<file path="config.mk">
export PLATFORM = sky130hd
export DESIGN_NAME = device_channel_binding_table_top_flat
export DESIGN_NICKNAME = d
export VERILOG_FILES = /design/src/rtl/dcbt_pkg.sv /design/src/rtl/dcbt_channels.sv /design/src/rtl/dcbt_store.sv /design/src/rtl/dcbt_seq.sv /design/src/rtl/device_channel_binding_table_top.sv /design/src/flat_wrapper.sv
export SDC_FILE = /design/constraint.sdc
export NUM_CORES = 1
export LEC_CHECK = 0
export ABC_AREA = 1
export BUFFER_PORTS_ARGS = -buffer_cell sky130_fd_sc_hd__buf_4
export CORE_MARGIN = 2
export CORE_UTILIZATION = 62
export CTS_CLUSTER_SIZE = 40
export DETAILED_ROUTE_END_ITERATION = 10
export PLACE_DENSITY = 0.85
export SLEW_MARGIN = 20
export SYNTH_ARGS = -nofsm -noshare
export SYNTH_HDL_FRONTEND = slang
export SYNTH_HIERARCHICAL = 1
export SYNTH_SLANG_ARGS = --single-unit
</file>
<file path="constraint.sdc">
create_clock -name clk -period 9.66 [get_ports clk]
set_input_delay 1.449 -clock clk [delete_from_list [all_inputs] [get_ports clk]]
set_output_delay 1.449 -clock clk [all_outputs]
set_load 0.05 [all_outputs]
</file>
<file path="src/rtl/dcbt_pkg.sv">
// Package for the device channel binding table.
// Holds the fixed field widths, the stored entry type and the structs
// passed between the sequencer, the entry store and the top level.
package dcbt_pkg;

  localparam int ID_W       = 32;
  localparam int TIME_W     = 32;
  localparam int CH_W       = 7;
  localparam int BASE_W     = 6;
  localparam logic [BASE_W-1:0] BASE_RESET = 6'd36;

  // One binding as it sits in the store.
  typedef struct packed {
    logic [ID_W-1:0]   dev_id;
    logic [TIME_W-1:0] tstamp;
    logic [CH_W-1:0]   ch;
  } entry_t;

  // Write request from the sequencer to the store.
  typedef struct packed {
    logic   en;
    entry_t data;
  } mem_wr_t;

  // Finished result handed from the sequencer to the output register.
  typedef struct packed {
    logic            load;
    logic [CH_W-1:0] channel;
    logic            hit;
    logic            evicted;
  } result_t;

endpackage

</file>
<file path="src/rtl/dcbt_channels.sv">
// Valid/ready channel interfaces for the device channel binding table.
// Depends on dcbt_pkg for the field widths.
interface dcbt_req_if;
  import dcbt_pkg::*;
  logic                     valid;
  logic                     ready;
  logic signed [ID_W-1:0]   device_id;
  logic        [TIME_W-1:0] now;

  modport source (output valid, output device_id, output now, input ready);
  modport sink (input valid, input device_id, input now, output ready);
endinterface

interface dcbt_rsp_if;
  import dcbt_pkg::*;
  logic            valid;
  logic            ready;
  logic [CH_W-1:0] channel;
  logic            hit;
  logic            evicted;

  modport source (output valid, output channel, output hit, output evicted, input ready);
  modport sink (input valid, input channel, input hit, input evicted, output ready);
endinterface

</file>
<file path="src/rtl/dcbt_store.sv">
// Binding store: one write port and one read port with registered data.
// Depends on dcbt_pkg for the entry type.
module dcbt_store #(
  parameter int TABLE_ENTRIES = 7,
  parameter int IDX_W = (TABLE_ENTRIES > 1) ? $clog2(TABLE_ENTRIES) : 1
) (
  input  logic             clk,
  input  logic [IDX_W-1:0] rd_addr,
  output dcbt_pkg::entry_t rd_data,
  input  logic [IDX_W-1:0] wr_addr,
  input  dcbt_pkg::mem_wr_t wr
);
  import dcbt_pkg::*;

  entry_t mem [TABLE_ENTRIES];

  always_ff @(posedge clk) begin
    if (wr.en) begin
      mem[wr_addr] <= wr.data;
    end
    rd_data <= mem[rd_addr];
  end

endmodule

</file>
<file path="src/rtl/dcbt_seq.sv">
// Sequencer of the binding table: scans the store for a match and the
// oldest entry in one pass, then appends or evicts, shifts and appends.
// Depends on dcbt_pkg; drives the ports of dcbt_store.
module dcbt_seq #(
  parameter int TABLE_ENTRIES = 7,
  parameter int IDX_W = (TABLE_ENTRIES > 1) ? $clog2(TABLE_ENTRIES) : 1,
  parameter int CNT_W = $clog2(TABLE_ENTRIES + 1)
) (
  input  logic                        clk,
  input  logic                        rst,
  input  logic                        req_valid,
  output logic                        req_ready,
  input  logic [dcbt_pkg::ID_W-1:0]   req_id,
  input  logic [dcbt_pkg::TIME_W-1:0] req_now,
  input  logic [dcbt_pkg::BASE_W-1:0] channel_base,
  input  logic                        out_free,
  output logic [IDX_W-1:0]            rd_addr,
  input  dcbt_pkg::entry_t            rd_data,
  output logic [IDX_W-1:0]            wr_addr,
  output dcbt_pkg::mem_wr_t           wr,
  output dcbt_pkg::result_t           res
);
  import dcbt_pkg::*;

  localparam logic [2:0] S_IDLE   = 3'd0;
  localparam logic [2:0] S_SCAN   = 3'd1;
  localparam logic [2:0] S_MISS   = 3'd2;
  localparam logic [2:0] S_SHIFT  = 3'd3;
  localparam logic [2:0] S_SHLAST = 3'd4;
  localparam logic [2:0] S_APPEND = 3'd5;
  localparam logic [2:0] S_DONE   = 3'd6;

  localparam logic [IDX_W-1:0] LAST = IDX_W'(TABLE_ENTRIES - 1);
  localparam logic [CNT_W-1:0] FULL = CNT_W'(TABLE_ENTRIES);

  logic [2:0]        state;
  logic [CNT_W-1:0]  count;
  logic [ID_W-1:0]   cur_id;
  logic [TIME_W-1:0] cur_now;
  logic [CNT_W-1:0]  rd_idx;
  logic [CNT_W-1:0]  scan_idx;
  logic              scan_vld;
  logic [TIME_W-1:0] min_time;
  logic [IDX_W-1:0]  min_idx;
  logic [CH_W-1:0]   min_ch;
  logic [IDX_W-1:0]  sh_src;
  logic [IDX_W-1:0]  sh_dst;
  logic              sh_pend;
  logic [CH_W-1:0]   res_ch;
  logic              res_hit;
  logic              res_ev;

  logic              scan_issue;
  logic              is_min;
  logic [CH_W-1:0]   ch_new;

  assign req_ready  = (state == S_IDLE);
  assign scan_issue = (state == S_SCAN) && (rd_idx < count);
  assign is_min     = (scan_idx == '0) || (rd_data.tstamp < min_time);
  assign ch_new     = CH_W'(channel_base) + CH_W'(count);

  assign res.load    = (state == S_DONE) && out_free;
  assign res.channel = res_ch;
  assign res.hit     = res_hit;
  assign res.evicted = res_ev;

  always_comb begin
    rd_addr     = rd_idx[IDX_W-1:0];
    wr_addr     = sh_dst;
    wr.en       = 1'b0;
    wr.data     = rd_data;
    unique case (state)
      S_SHIFT: begin
        rd_addr = sh_src;
        wr.en   = sh_pend;
      end
      S_SHLAST: begin
        wr.en = 1'b1;
      end
      S_MISS: begin
        wr_addr        = count[IDX_W-1:0];
        wr.en          = (count < FULL);
        wr.data.dev_id = cur_id;
        wr.data.tstamp = cur_now;
        wr.data.ch     = ch_new;
      end
      S_APPEND: begin
        wr_addr        = LAST;
        wr.en          = 1'b1;
        wr.data.dev_id = cur_id;
        wr.data.tstamp = cur_now;
        wr.data.ch     = min_ch;
      end
      default: begin
      end
    endcase
  end

  always_ff @(posedge clk) begin
    if (rst) begin
      state    <= S_IDLE;
      count    <= '0;
      scan_vld <= 1'b0;
      sh_pend  <= 1'b0;
    end else begin
      unique case (state)
        S_IDLE: begin
          if (req_valid) begin
            cur_id   <= req_id;
            cur_now  <= req_now;
            rd_idx   <= '0;
            scan_vld <= 1'b0;
            state    <= (count == '0) ? S_MISS : S_SCAN;
          end
        end
        S_SCAN: begin
          // Reads run one entry ahead of the compare on the registered data.
          if (scan_issue) begin
            rd_idx <= rd_idx + CNT_W'(1);
          end
          scan_vld <= scan_issue;
          scan_idx <= rd_idx;
          if (scan_vld) begin
            if (is_min) begin
              min_time <= rd_data.tstamp;
              min_idx  <= scan_idx[IDX_W-1:0];
              min_ch   <= rd_data.ch;
            end
            if (rd_data.dev_id == cur_id) begin
              res_ch  <= rd_data.ch;
              res_hit <= 1'b1;
              res_ev  <= 1'b0;
              state   <= S_DONE;
            end else if (scan_idx == count - CNT_W'(1)) begin
              state <= S_MISS;
            end
          end
        end
        S_MISS: begin
          res_hit <= 1'b0;
          if (count < FULL) begin
            res_ch <= ch_new;
            res_ev <= 1'b0;
            count  <= count + CNT_W'(1);
            state  <= S_DONE;
          end else begin
            res_ch  <= min_ch;
            res_ev  <= 1'b1;
            sh_src  <= min_idx + IDX_W'(1);
            sh_pend <= 1'b0;
            state   <= (min_idx == LAST) ? S_APPEND : S_SHIFT;
          end
        end
        S_SHIFT: begin
          sh_dst  <= sh_src - IDX_W'(1);
          sh_pend <= 1'b1;
          if (sh_src == LAST) begin
            state <= S_SHLAST;
          end else begin
            sh_src <= sh_src + IDX_W'(1);
          end
        end
        S_SHLAST: begin
          sh_pend <= 1'b0;
          state   <= S_APPEND;
        end
        S_APPEND: begin
          state <= S_DONE;
        end
        S_DONE: begin
          if (out_free) begin
            state <= S_IDLE;
          end
        end
        default: begin
          state <= S_IDLE;
        end
      endcase
    end
  end

endmodule

</file>
<file path="src/rtl/device_channel_binding_table_top.sv">
// Top level of the device channel binding table.
// Depends on dcbt_pkg, dcbt_channels, dcbt_store and dcbt_seq.
//
// The req channel carries one word per device request: device_id and now.
// The rsp channel returns one word for each request: channel, hit and
// evicted. Both follow valid/ready; a word moves when both are high.
// cfg_we writes cfg_wdata into channel_base, the first channel handed out;
// the user must write it only while the block is idle; no check enforces it.
//
// One request at a time: req.ready is high only while the sequencer is idle.
// The sequencer reads one entry per cycle from the store and checks it for a
// match and for the oldest time in the same pass. A hit on entry k ends the
// scan there. A miss with room appends a new binding after the scan, or at
// once when the table is empty. A miss on a full table evicts the oldest
// entry and adds the shift that closes the gap and the append. The single
// store read port sets the scan rate.
// Reset empties the table and sets channel_base to 36. The response sits in
// an output register; a new request is taken while it waits, and the
// sequencer holds its next result until that register is free.
module device_channel_binding_table_top #(
  parameter int TABLE_ENTRIES = 7
) (
  input  logic                        clk,
  input  logic                        rst,
  dcbt_req_if.sink                    req,
  dcbt_rsp_if.source                  rsp,
  input  logic                        cfg_we,
  input  logic [dcbt_pkg::BASE_W-1:0] cfg_wdata
);
  import dcbt_pkg::*;

  localparam int IDX_W = (TABLE_ENTRIES > 1) ? $clog2(TABLE_ENTRIES) : 1;
  localparam int CNT_W = $clog2(TABLE_ENTRIES + 1);

  logic [BASE_W-1:0] channel_base;
  logic              rsp_valid;
  logic [CH_W-1:0]   rsp_channel;
  logic              rsp_hit;
  logic              rsp_evicted;
  logic              out_free;
  logic [IDX_W-1:0]  rd_addr;
  logic [IDX_W-1:0]  wr_addr;
  entry_t            rd_data;
  mem_wr_t           wr;
  result_t           res;

  assign out_free    = !rsp_valid || rsp.ready;
  assign rsp.valid   = rsp_valid;
  assign rsp.channel = rsp_channel;
  assign rsp.hit     = rsp_hit;
  assign rsp.evicted = rsp_evicted;

  always_ff @(posedge clk) begin
    if (rst) begin
      channel_base <= BASE_RESET;
    end else if (cfg_we) begin
      channel_base <= cfg_wdata;
    end
  end

  always_ff @(posedge clk) begin
    if (rst) begin
      rsp_valid <= 1'b0;
    end else if (res.load) begin
      rsp_valid <= 1'b1;
    end else if (rsp.ready) begin
      rsp_valid <= 1'b0;
    end
  end

  always_ff @(posedge clk) begin
    if (res.load) begin
      rsp_channel <= res.channel;
      rsp_hit     <= res.hit;
      rsp_evicted <= res.evicted;
    end
  end

  dcbt_store #(
    .TABLE_ENTRIES(TABLE_ENTRIES),
    .IDX_W(IDX_W)
  ) u_store (
    .clk(clk),
    .rd_addr(rd_addr),
    .rd_data(rd_data),
    .wr_addr(wr_addr),
    .wr(wr)
  );

  dcbt_seq #(
    .TABLE_ENTRIES(TABLE_ENTRIES),
    .IDX_W(IDX_W),
    .CNT_W(CNT_W)
  ) u_seq (
    .clk(clk),
    .rst(rst),
    .req_valid(req.valid),
    .req_ready(req.ready),
    .req_id(req.device_id),
    .req_now(req.now),
    .channel_base(channel_base),
    .out_free(out_free),
    .rd_addr(rd_addr),
    .rd_data(rd_data),
    .wr_addr(wr_addr),
    .wr(wr),
    .res(res)
  );

  // A hit never removes a binding.
  a_hit_not_evict: assert property (@(posedge clk) disable iff (rst)
    rsp.valid |-> !(rsp.hit && rsp.evicted))
    else $error("response reports both hit and eviction");

  // The sequencer is busy in the cycle after it takes a request.
  a_busy_after_accept: assert property (@(posedge clk) disable iff (rst)
    (req.valid && req.ready) |=> !req.ready)
    else $error("request taken while the previous one is still in work");

  // A new response is only loaded from a busy sequencer.
  a_load_from_busy: assert property (@(posedge clk) disable iff (rst)
    res.load |-> !req.ready)
    else $error("response loaded while the sequencer is idle");

  // The output register is never overwritten while a response waits.
  a_no_overwrite: assert property (@(posedge clk) disable iff (rst)
    (rsp.valid && !rsp.ready) |-> !res.load)
    else $error("waiting response overwritten");

endmodule
</file>
<file path="src/flat_wrapper.sv">
// flat-port wrapper written by rule: the top's interface ports become plain ports
module device_channel_binding_table_top_flat import dcbt_pkg::*;
#(
  parameter int TABLE_ENTRIES = 7
)
  (clk, rst, cfg_we, cfg_wdata, req_valid, req_device_id, req_now, req_ready, rsp_valid, rsp_channel, rsp_hit, rsp_evicted, rsp_ready);
  dcbt_req_if req_i ();
  dcbt_rsp_if rsp_i ();
  input  logic clk;
  input  logic rst;
  input  logic cfg_we;
  input  logic [dcbt_pkg::BASE_W-1:0] cfg_wdata;
  input wire logic [$bits(req_i.valid)-1:0] req_valid;
  input wire logic [$bits(req_i.device_id)-1:0] req_device_id;
  input wire logic [$bits(req_i.now)-1:0] req_now;
  output wire logic [$bits(req_i.ready)-1:0] req_ready;
  output wire logic [$bits(rsp_i.valid)-1:0] rsp_valid;
  output wire logic [$bits(rsp_i.channel)-1:0] rsp_channel;
  output wire logic [$bits(rsp_i.hit)-1:0] rsp_hit;
  output wire logic [$bits(rsp_i.evicted)-1:0] rsp_evicted;
  input wire logic [$bits(rsp_i.ready)-1:0] rsp_ready;
  assign req_i.valid = req_valid;
  assign req_i.device_id = req_device_id;
  assign req_i.now = req_now;
  assign req_ready = req_i.ready;
  assign rsp_valid = rsp_i.valid;
  assign rsp_channel = rsp_i.channel;
  assign rsp_hit = rsp_i.hit;
  assign rsp_evicted = rsp_i.evicted;
  assign rsp_i.ready = rsp_ready;
  device_channel_binding_table_top #(.TABLE_ENTRIES(TABLE_ENTRIES)) u_core (.clk(clk), .rst(rst), .req(req_i), .rsp(rsp_i), .cfg_we(cfg_we), .cfg_wdata(cfg_wdata));
endmodule
</file>
# Word-level counts from Yosys, hierarchy flattened
# Memory sizes are Yosys's and may differ from the RTL's. A register that Yosys moved wholly into a read port is not among the register bits.
# Cells that the tools add are included.
# totals
output_inout_bits	11
register_bits	151
memories	1
input_bits	75
ram_bits	497
# classes
mux	39
n_lt_le_gt_ge	3
addsub	7
n_eq_ne	19
bitwise	1
reduce_logical	25
# memory_table
memory	words	width	read_ports	rd_ports_with_merged_regs	wr	line_no	text
u_core.u_store.mem	7	71	1	1	1	dcbt_store.sv:15	entry_t mem [TABLE_ENTRIES];
# op_table
operator	count
71-bit case mux with 2 select lines	1
3-bit two-way mux	13
32-bit equality test	1
32-bit < comparator	1
7-bit two-way mux	3
3-bit case mux with 7 select lines	1
3-bit case mux with 2 select lines	3
4-bit AND reduction	4
3-bit equality test, second input constant	5
2-bit inequality test, second input constant	7
7-bit case mux with 2 select lines	1
3-bit by 1-bit adder with 3-bit output, second input constant	4
1-bit two-way mux	11
2-bit AND reduction	5
3-bit zero test	3
2-bit nonzero test	4
6-bit by 3-bit adder with 7-bit output	1
3-bit by 2-bit equality test with 1-bit output, second input constant	2
1-bit case mux with 2 select lines	3
1-bit case mux with 3 select lines	2
3-bit by 1-bit subtractor with 3-bit output, second input constant	2
5-bit AND reduction	1
3-bit by 1-bit equality test with 1-bit output, second input constant	1
3-bit equality test	1
12 further kinds	14

# Logic depth before layout (Yosys ltp)
# logic_depth
depth_word	6
ltp_mapped	14
depth_no_buf	13

# Hierarchy
# The synthesis kept the hierarchy.
# by_module_without_submodules
mod	n_inst	cells_per_inst	area_per_inst_um2
dcbt_store	1	1971	22312.6
dcbt_seq	1	771	7225.7
device_channel_binding_table_top	1	40	509.2

# Worst setup path after synthesis
# Ideal clock, no wire load.
# synth_path
kind	reg-to-reg
startpoint	register u_core.u_seq.state[0]
endpoint	memory u_core/u_store/mem[6][0] (netlist bit) (enable)
setup_slack_ns	2.968
period_less_slack_ns	6.692
required_time_ns	9.073
stages_incl_launch_ff	12
arrival_ns	6.105
path_buffers	1
cell_sequence	dfxtp_1 -> inv_2 -> nor2_2 -> inv_1 -> nor2_2 -> nor2_2 -> buf_2 -> nand2_1 -> o21ai_0 -> inv_1 -> nand2_1 -> nor3_1
# synth_lines
element	line_no	text
from (decl)	dcbt_seq.sv:36	logic [2:0] state;
from (signal assigned)	dcbt_seq.sv:113	state <= (count == '0) ? S_MISS : S_SCAN;
from (signal assigned)	dcbt_seq.sv:151	state <= (min_idx == LAST) ? S_APPEND : S_SHIFT;
3-bit equality test or 3-bit by 2-bit equality test with 1-bit output (tied branches)	dcbt_seq.sv:72	unique case (state)
3-bit case mux with 2 select lines (*)	dcbt_seq.sv:72	
net u_core.wr_addr[0]	device_channel_binding_table_top.sv:42	logic [IDX_W-1:0] wr_addr;
to (decl)	dcbt_store.sv:15	
# Mark *: on every way through the listed nets, which the timed path passes. The rest lies on a longest branch.

# Worst setup path after layout
# layout_path
startpoint	register u_core.u_seq.state[0]
endpoint	memory u_core/u_store/mem[5][34] (netlist bit) (enable)
# The elaborated chain is that of the path after synthesis.

==> results.cfg <==
[pwr]
pwr-share-seq_pct = 45.7
power_density_mw_per_mm2 = 294
power_leakage_nw = 14.2
p_clk_share_pct = 27.3
power.internal_mw = 6.51
peakVddDrop_mv = 0.228
comb_power_share_pct = 27.0
p_sw_share_pct = 33.7
power.total_mw = 9.81
p_switching_mw = 3.30

[die]
die-area_mm2 = 0.0502
rows = 80
core_area_mm2 = 0.0477
start_util_pct = 62.9
die_h_um = 224
chipWidth_um = 224
ios = 86

[cts]
tritoncts = done
cts_root_buf = clkbuf_16
cts_buffers = 71
cts_buffer_depth = 3
clk_pin_slew_ps = 70
hold_buffers = 0
postCtsSetupBuffers = 0
cts-resized-gates = 0
cts_htree_levels = 3
clk_latency_ps = 610
cts_num_sinks = 719

[placed_design]
gp_congestion = 0.864
place_area_mm2 = 0.0311
place_hpwl_mm = 35.3
port-buffer-count = 85
dp_worst_setup_slack_ps = 5180

[logic_synthesis]
syn_inst = 2782
synthMuxAreaShare_pct = 0
synth_top_family_by_area = simple AND/OR/NAND/NOR gates
synth_fa_ha_area_share_pct = 1.94
synth-simple-area-share_pct = 19.5
mappedNetlistArea_mm2 = 0.0300
synthTopCellsByArea = edfxtp_1, nand2_1, dfxtp_1
synth_top_area_share_pct = 63.3
synth-xor-area-share_pct = 0.845
synth_compound_gate_area_share_pct = 1.52
synth.net_count = 2903
ys_types = 39
synth_seq_cells = 719
synth_area_per_cell_um2 = 10.8
synth_top_cell_by_area = edfxtp_1
yosys_warnings = 6
yosysSeqAreaShare_pct = 69.0

[final_layout]
antenna_cells = 0
drive_gt1_share_pct = 10.1
design_area_mm2 = 0.0334
syn_to_final_growth_pct = 11.0
layout_commonest_cell = nand2_1
final_cell_mix = nand2_1, edfxtp_1, inv_1, nand3_1, buf_4
final_nets = 2970

[timing]
layout_setup_ws_ps = 5310
setup_viol = 0
hold_viol_final = 0
rsz0062_at_grt = false
fin_setup_tns_ps = 0
max_slew_margin_pct = 24.0
finClkSkew_ps = 26.1
period_needed_ps = 4350
post-route-period-util_pct = 45.1
fmax_mhz = 230
timing.final.max_slew_violations = 0
tightest_slew_ps = 1140

[critical_path]
worst_path_dominant_cell_family = simple AND/OR/NAND/NOR gates
critPathBufInv = 4
start_kind = flip-flop
critPathMaxStageDelay_ps = 780
cp_max_fo = 85
crit_type = flip-flop to flip-flop
cp_slowest_cell = buf_4
end_kind = flip-flop
cp.arrival_ps = 4570
path_cells = inv_2, nand3_2, inv_2, nor2_4, buf_6, nand2_1, o21ai_0, nand2_1, nor2_4, buf_4
crit_required_ps = 9880

[global_routing]
grt_max_degree = 140
grt_pass1_wl_mm = 103
first_global_vias = 20300
grt_overflow = 0
grt_usage_pct = 26.3
grt_antenna_before_repair = 0

[routing]
viasPerCell = 5.65
vias = 19900
drc = 0
drt-total-wl_mm = 65.2
wl_per_cell_um = 18.5
ant_nets = 0
drt-initial-drc-count = 2126
drt-pass1-iter-count = 6

[outcome]
status = finished, final reports clean

[worst_hold_path]
hp-class = flip-flop to flip-flop

[run]
drv_cap = 0
state kept, by name, summed over array words and instances, names as in the netlist, 6 cells and up:
register,cells
u_core/u_store/mem,497
u_core/u_store/rd_data,71
u_core/u_seq/cur_id,32
u_core/u_seq/cur_now,32
u_core/u_seq/min_time,32
u_core/rsp.channel,7
u_core/u_seq/min_ch,7
u_core/u_seq/res_ch,7
u_core/channel_base,6
power by group through the flow:
stage | clock [mW] | sequential [mW] | combinational [mW]
after floorplan | 0 | 4.47 | 1.90
after global placement | 0 | 4.52 | 2.40
after detailed placement | 0 | 4.54 | 2.57
after CTS | 2.70 | 4.48 | 2.61
after global routing | 2.82 | 4.51 | 2.92
final | 2.67 | 4.48 | 2.65
worst register-to-register path, cell delays in order (launching register included):
cell and delay, ps:
dfxtp_1 510, inv_2 100, nand3_2 360, inv_2 140
nor2_4 150, buf_6 580, nand2_1 120, o21ai_0 150
nand2_1 280, nor2_4 760, buf_4 790
routing by layer:
layer  part of all wire, %  GRT usage [%]  up-vias
li1                      -              -     9183
met1                    37           32.6     9496
met2                    51           46.1     1052
met3                   8.4           3.66      172
met4                   3.3           12.1        0
met5                     0              0        -
cells in the mapped netlist:
cell	number
nand2_1	959
edfxtp_1	633
inv_1	384
nand3_1	291
dfxtp_1	86
nor2_1	72
buf_2	57
ha_1	45
or2_2	38
a21oi_1	25
buf_4	21
xnor2_1	21
or2_0	20
clkbuf_1	17
o21ai_0	15
buf_6	14
o21ai_1	13
o221ai_1	12
inv_2	9
xor2_1	8
nor2_2	6
nand4_1	5
a211oi_1	4
buf_1	4
nor3_1	3
clkinv_1	2
nand3_2	2
nor4_1	2
o211ai_1	2
o21bai_1	2
o22ai_1	2
a31oi_1	1
fa_1	1
inv_4	1
nand2_2	1
nor3_2	1
nor4_2	1
nor4_4	1
o21a_1	1
metrics by stage:
step,instances,hold slack [ps],utilization (%)
floorplan,2782,400,-
global placement,3390,407,65.0
detailed placement,3391,405,65.1
CTS,3521,417,69.8
global route,3521,429,69.9
finish,3521,417,69.9
final timing paths:
kind | endpoint | start | slack (ps) | cells after the start
max | u_core/u_store/mem[5][34]$_DFFE_PP_ | u_core/u_seq/state[0]$_SDFFE_PP0P_ | 5310 | 10
max reg2reg | u_core/u_store/mem[5][34]$_DFFE_PP_ | u_core/u_seq/state[0]$_SDFFE_PP0P_ | 5310 | 10
min | u_core/rsp.channel[3]$_DFFE_PP_ | u_core/u_seq/res_ch[3]$_DFFE_PP_ | 420 | 0
min reg2reg | u_core/rsp.channel[3]$_DFFE_PP_ | u_core/u_seq/res_ch[3]$_DFFE_PP_ | 420 | 0
cell families (layout without fill, tap and decap cells):
| group | after synthesis | count (layout) |
|---|---|---|
| flip-flops | 719 | 719 |
| XOR/XNOR | 29 | 29 |
| buffers and inverters | 509 | 633 |
| AND/OR/NAND/NOR | 1402 | 1402 |
| AO/OA/AOI/OAI | 77 | 77 |
| adder cells (fa/ha/maj) | 46 | 46 |
area by class of cell:
cell class	instances	area (um2)
clock buffer	95	2030
multi-input combinational	1554	7250
inverter	396	1500
fill	2979	14400
tap	615	769
timing repair buffer	107	835
sequential	719	20700
clock inverter	35	240
No activity file was read; power rests on OpenSTA's default activity.
